==> config.mk <==
export PLATFORM = sky130hd
export DESIGN_NAME = mtf_ctrl
export DESIGN_NICKNAME = d
export VERILOG_FILES = /design/src/rtl/core/mtf_pkg.sv /design/src/rtl/core/mtf_ctrl.sv
export SDC_FILE = /design/constraint.sdc
export NUM_CORES = 1
export LEC_CHECK = 0
export ABC_AREA = 1
export CAP_MARGIN = 40
export CELL_PAD_IN_SITES_DETAIL_PLACEMENT = 0
export CELL_PAD_IN_SITES_GLOBAL_PLACEMENT = 1
export CORE_AREA = 2 2 39 41
export CTS_CLUSTER_DIAMETER = 120
export DETAILED_ROUTE_END_ITERATION = 12
export DIE_AREA = 0 0 41 43
export DONT_BUFFER_PORTS = 1
export GPL_TIMING_DRIVEN = 0
export PLACE_DENSITY_LB_ADDON = 0.1
export SETUP_SLACK_MARGIN = 0.02
export SLEW_MARGIN = 10
export SYNTH_ARGS = -nofsm -noshare
export SYNTH_HDL_FRONTEND = slang
export SYNTH_SLANG_ARGS = --single-unit
==> constraint.sdc <==
create_clock -name clk -period 1.2 [get_ports clk]
set_input_delay 0.24 -clock clk [delete_from_list [all_inputs] [get_ports clk]]
set_output_delay 0.24 -clock clk [all_outputs]
set_load 0.005 [all_outputs]
==> src/rtl/core/mtf_pkg.sv <==
`default_nettype none

package mtf_pkg;

  localparam int ENTRIES    = 128;
  localparam int KEY_BITS   = 64;
  localparam int SLOT_BITS  = (ENTRIES > 1) ? $clog2(ENTRIES) : 1;
  localparam int COUNT_BITS = $clog2(ENTRIES + 1);

  // port widths fixed by the item format
  localparam int IN_KEY_W  = 64;
  localparam int OUTCOME_W = 3;
  localparam int FIELD_W   = 7;

  localparam logic [OUTCOME_W-1:0] OUT_APPENDED = 3'd0;
  localparam logic [OUTCOME_W-1:0] OUT_MOVED    = 3'd1;
  localparam logic [OUTCOME_W-1:0] OUT_AT_FRONT = 3'd2;
  localparam logic [OUTCOME_W-1:0] OUT_MISS     = 3'd3;
  localparam logic [OUTCOME_W-1:0] OUT_FULL     = 3'd4;

  localparam logic OP_APPEND = 1'b0;
  localparam logic OP_SEARCH = 1'b1;

  typedef logic [SLOT_BITS-1:0]  slot_t;
  typedef logic [COUNT_BITS-1:0] count_t;
  typedef logic [KEY_BITS-1:0]   key_t;

  typedef struct packed {
    logic                 load;      // capture accepted item
    logic                 do_append; // write key and tail link
    logic                 start;     // read head entry
    logic                 step;      // follow link to next entry
    logic                 relink;    // bypass the hit entry
    logic                 front;     // link hit entry to old head
    logic                 set_res;   // record result
    logic [OUTCOME_W-1:0] res_code;
    logic                 out_load;  // move result into output register
  } cmd_t;

  typedef struct packed {
    logic op;
    logic count_zero;
    logic full;
    logic key_match;
    logic pos_zero;
    logic last;
  } status_t;

  // low seven bits of a slot-wide value, zero extended when narrower
  function automatic logic [FIELD_W-1:0] to_field(input slot_t s);
    logic [SLOT_BITS+FIELD_W-1:0] wide;
    wide = {{FIELD_W{1'b0}}, s};
    return wide[FIELD_W-1:0];
  endfunction

endpackage

`default_nettype wire

==> src/rtl/core/mtf_ctrl.sv <==
`default_nettype none

module mtf_ctrl (
  input  wire               clk,
  input  wire               rst,
  input  wire               in_valid,
  output logic              in_ready,
  output logic              out_valid,
  input  wire               out_ready,
  input  wire  mtf_pkg::status_t status,
  output mtf_pkg::cmd_t     cmd
);

  localparam logic [2:0] S_IDLE   = 3'd0;
  localparam logic [2:0] S_APPEND = 3'd1;
  localparam logic [2:0] S_START  = 3'd2;
  localparam logic [2:0] S_WALK   = 3'd3;
  localparam logic [2:0] S_RELINK = 3'd4;
  localparam logic [2:0] S_FRONT  = 3'd5;
  localparam logic [2:0] S_FINISH = 3'd6;

  logic [2:0] state;
  logic [2:0] state_next;
  logic       out_valid_next;

  assign in_ready = (state == S_IDLE);

  always_comb begin
    cmd        = '0;
    state_next = state;
    case (state)
      S_IDLE: begin
        if (in_valid) begin
          cmd.load   = 1'b1;
          state_next = S_APPEND;
        end
      end
      S_APPEND: begin
        if (status.op == mtf_pkg::OP_SEARCH) begin
          state_next = S_START;
        end else begin
          cmd.set_res = 1'b1;
          if (status.full) begin
            cmd.res_code = mtf_pkg::OUT_FULL;
          end else begin
            cmd.do_append = 1'b1;
            cmd.res_code  = mtf_pkg::OUT_APPENDED;
          end
          state_next = S_FINISH;
        end
      end
      S_START: begin
        if (status.count_zero) begin
          cmd.set_res  = 1'b1;
          cmd.res_code = mtf_pkg::OUT_MISS;
          state_next   = S_FINISH;
        end else begin
          cmd.start  = 1'b1;
          state_next = S_WALK;
        end
      end
      S_WALK: begin
        if (status.key_match) begin
          if (status.pos_zero) begin
            cmd.set_res  = 1'b1;
            cmd.res_code = mtf_pkg::OUT_AT_FRONT;
            state_next   = S_FINISH;
          end else begin
            state_next = S_RELINK;
          end
        end else if (status.last) begin
          cmd.set_res  = 1'b1;
          cmd.res_code = mtf_pkg::OUT_MISS;
          state_next   = S_FINISH;
        end else begin
          cmd.step = 1'b1;
        end
      end
      S_RELINK: begin
        cmd.relink = 1'b1;
        state_next = S_FRONT;
      end
      S_FRONT: begin
        cmd.front    = 1'b1;
        cmd.set_res  = 1'b1;
        cmd.res_code = mtf_pkg::OUT_MOVED;
        state_next   = S_FINISH;
      end
      S_FINISH: begin
        if (!out_valid || out_ready) begin
          cmd.out_load = 1'b1;
          state_next   = S_IDLE;
        end
      end
      default: begin
        state_next = S_IDLE;
      end
    endcase
  end

  always_comb begin
    out_valid_next = out_valid;
    if (cmd.out_load) begin
      out_valid_next = 1'b1;
    end else if (out_ready) begin
      out_valid_next = 1'b0;
    end
  end

  always_ff @(posedge clk) begin
    if (rst) begin
      state     <= S_IDLE;
      out_valid <= 1'b0;
    end else begin
      state     <= state_next;
      out_valid <= out_valid_next;
    end
  end

endmodule

`default_nettype wire

Yosys cells after proc, flatten, opt, wreduce, memory -nomap -nowiden

Index checks and enable logic that the tools add are counted.

Logic and storage cells: 47
Input port bits: 10
Register bits: 4
Output and inout bits: 13

Eq/ne operators: 9
Reductions and logical operators: 5
Multiplexer cells: 31

Operators by type and width:

| cell                                                | number |
|---|---|
| 2-to-1 mux 3 bit                                    | 7 |
| case mux 3 bit (7 select lines)                     | 1 |
| 2-to-1 mux 4 bit                                    | 5 |
| 2-to-1 mux 1 bit                                    | 16 |
| case mux 4 bit (4 select lines)                     | 1 |
| equality test 3 bit, second input constant          | 3 |
| equality test 3 x 2 -> 1 bit, second input constant | 2 |
| inequality test 2 bit, second input constant        | 2 |
| equality test 3 x 1 -> 1 bit, second input constant | 1 |
| zero test 3 bit                                     | 1 |
| inequality test 3 bit, second input constant        | 1 |
| AND reduction 3 bit                                 | 1 |
| 2-to-1 mux 2 bit                                    | 1 |
| nonzero test 2 bit                                  | 1 |
| zero test 1 bit                                     | 1 |
| logical OR 1 bit                                    | 1 |

Logic depth before layout (Yosys ltp)

Depth after elaboration: 5
Depth in mapped cells: 8
Depth with buffers taken out: 8

Worst setup path after synthesis

Ideal clock, no wire load.

Path type: flip-flop to flip-flop
Start point: reg state[2]
End point: reg state[1]
Data arrival time: 0.916 ns
Data required time: 1.088 ns
Path buffers: 1
Path slack: 0.172 ns
Setup time: 0.112 ns
Period minus slack after synthesis: 1.028 ns
Stages on the path, launching flop included: 9
Cell sequence: dfxtp_1 -> buf_6 -> inv_1 -> nand3_1 -> nand2_2 -> nor2_4 -> inv_2 -> nor2_1 -> nor2_2

Cells in the longest elaborated chain, start to end: 3
Elaborated cells between the ends (all ways): 12
Classes of those cells: eq/ne (9); mux (1); reduce/logical (2)

Ends and longest elaborated chain:

| what                                                                     | line            | text |
|---|---|---|
| start, declared                                                          | mtf_ctrl.sv:22  | `logic [2:0] state;` |
| start signal, assigned                                                   | mtf_ctrl.sv:115 | `state <= state_next;` |
| equality test 3 x 2 -> 1 bit, or another cell as far along               | mtf_ctrl.sv:31  | `case (state)` |
| inequality test 3 bit (no line) or inequality test 2 bit (tied branches) | n/a             |  |
| AND reduction 3 bit (no line)                                            | n/a             |  |

Several ways; a longest one is shown, not always the timed one.
A chain may end at the register's enable or synchronous reset.

==> metrics.yaml <==
path_delay_family: "simple AND/OR/NAND/NOR gates"
grt_overflow: 0
cts_sinks: 4
area_growth_pct: 47.4
synth_edf_count: 0
grt_pass1_wl_um: 1430
hp-class: "in2reg"
fin_crit_ps: 1300
yosys_warnings: 0
cts_buffers: 3
synth_top_area_frac: 0.205
rsz0062_at_grt: "true"
synthArstFlopShare: 0
synth.most_common_cell: "inv_1"
drive_above_1_share: 0.532
slew_viol_final: 0
slowest_delay_ps: 300
die_area_um2: 1760
synth.yosys.seq_area_share: 0.205
finalSetupTns_ps: -654
path_buf_inv: 1
p_leak_nw: 0.300
place_ws_ps: 50.6
dr.pass1.iters: 4
power_frac_seq: 0.243
total_power_mw: 1.22
skew_ps: 0.0443
wirelength_um: 933
pwr-share-comb: 0.624
p_per_area_nw_per_um2: 2120
clk_latency_ps: 230
r2r_start: "state[2]"
layout.cells.non_filler: 93
place_area_um2: 410
vias: 425
yosys-top-cells-count: "14 x inv_1, 11 x nand2_1, 10 x nor2_1"
crit_slowest_cell: "dfxtp_1"
num_antenna_cells: 0
clockBufferDepth: 2
fmax_ghz: 0.770
required_ps: 960
via_per_inst: 4.57
final_antenna_net_count: 0
grt_use_total: 0.119
htreeDepth: 1
die_h_um: 43
grt_start_max_net_pins: 10
antenna_found_initial: 0
path_class: "reg2out"
clk_pin_slew_ps: 40
core-area_um2: 1380
intPower_uw: 630
pwr-share-clk: 0.133
outcome: "finished with violations"
utilization: 0.416
tightest_slew_ps: 182
port_buffers: 0
cp-startpoint: "state[2]"
cts_hold_buf: 0
wl_per_cell_um: 10.0
fin_crit_sh: 1.08
die_w_um: 41
path_cells: "buf_6, nor3_4, nand2_2, nand4_1"
start_util: 0.282
cap_viol_max_count: 0
num_rows: 14
switchingPower_uw: 590
final_area_um2: 576
dr_wl_met3_um: 54
relSlewSlack: 0.879
syn_avg_cell_area_um2: 5.83
synth_nets: 77
setup_viol: 13
tritoncts: "done"
hold_viol: 0
synth_cell_types: 20
critPathCaptureType: "output pin"
dp_cells: 83
sw_frac_of_total: 0.484
netlist_area_um2: 390
drc: 0
first_iter_violations: 3
root_buffer: "clkbuf_4"
cp.arrival_ps: 1060
holdWs_ps: 58.8
postSynthCellCount: 67
layout_setup_ws_ps: -99.1
synth_area_leader_cell: "dfxtp_1"
top_layer_used: "met3"
irDropWorstVdd_uv: 853
wl_met1_um: 422
critPathLaunchType: "flop"
synth_area_leaders: "dfxtp_1 21%, inv_1 13%, nand2_1 11%, nor2_1 9.6%, nand3_1 6.4%"
violations: "negative setup slack"
ys.flop_type: "dfxtp_1"
final_nets: 89
ys_ff_latch: 4
routed-wl-met2_um: 456
num_io_pins: 23
min_from: "rst"
cp_max_fo: 8
place_congestion: 0.619
first_global_vias: 343
dp_hpwl_um: 749
==> cells by family (layout without fill, tap and decap cells) <==
kind of cell / count (synthesis) / after routing / share of synthesized area
and+or+nand+nor: 39 / 39 / 0.510
buffers and inverters: 19 / 29 / 0.212
AOI/OAI and AO/OA: 5 / 5 / 0.0737
DFF: 4 / 4 / 0.205
==> sequential cells by signal, summed over array words and instances, names as in the netlist <==
name and cells:
state 3, out_valid 1
==> timing repair <==
action / in CTS / in global routing
setup buffers: 3 / 4
setup endpoints to repair: 12 / 15
resized for setup: 14 / 13
pin swaps: 5 / 6
==> metal layers <==
metal  GRT usage  up-vias
met5           0        -
met4      0.0600        0
met3      0.0524        0
met2       0.181       16
met1       0.135      185
li1            -      224
==> cells in the final DEF (no fill, tap or decap) <==
cell type  count
inv_1         12
nor2_1         7
buf_4          7
nand2_1        6
nand2_2        5
nor2_2         5
nor2_4         3
inv_2          3
nand3_1        3
clkbuf_4       3
inv_4          2
buf_6          2
nand3_2        2
nand2_4        2
a21oi_2        2
o21ai_0        2
dfxtp_1        2
dfxtp_4        2
nor3_4         1
or2_1          1
nand3b_1       1
nand3b_4       1
nand4_1        1
nor3_2         1
a21oi_1        1
==> path summary, 6_finish.rpt <==
| check | cells past startpoint | slack (ps) | to |
|---|---|---|---|
| worst max-delay path | 4 | -100 | cmd[4] |
| worst min-delay path | 1 | 60 | state[0] |
| worst max register to register | 10 | -20 | state[1] |
| worst min register to register | 4 | 570 | out_valid |
==> power groups by stage <==
stage / clock, mW / combinational [mW] / sequential [mW]
5_1_grt: 0.180 / 0.847 / 0.305
2_1_floorplan: 0 / 0.457 / 0.224
4_1_cts: 0.173 / 0.647 / 0.278
3_3_place_gp: 0 / 0.541 / 0.236
6_report: 0.162 / 0.761 / 0.296
3_5_place_dp: 0 / 0.537 / 0.236
==> layout make-up <==
| class | count | area (um^2) |
|---|---|---|
| multi-input cells | 44 | 302 |
| flip-flops and latches | 4 | 87.6 |
| repair buffers | 7 | 56.3 |
| clock buffers | 3 | 22.5 |
| fillers | 162 | 808 |
| plain buffers | 2 | 18.8 |
| well taps | 16 | 20.0 |
| inverters | 17 | 68.8 |
No activity file was read; power rests on OpenSTA's default activity.
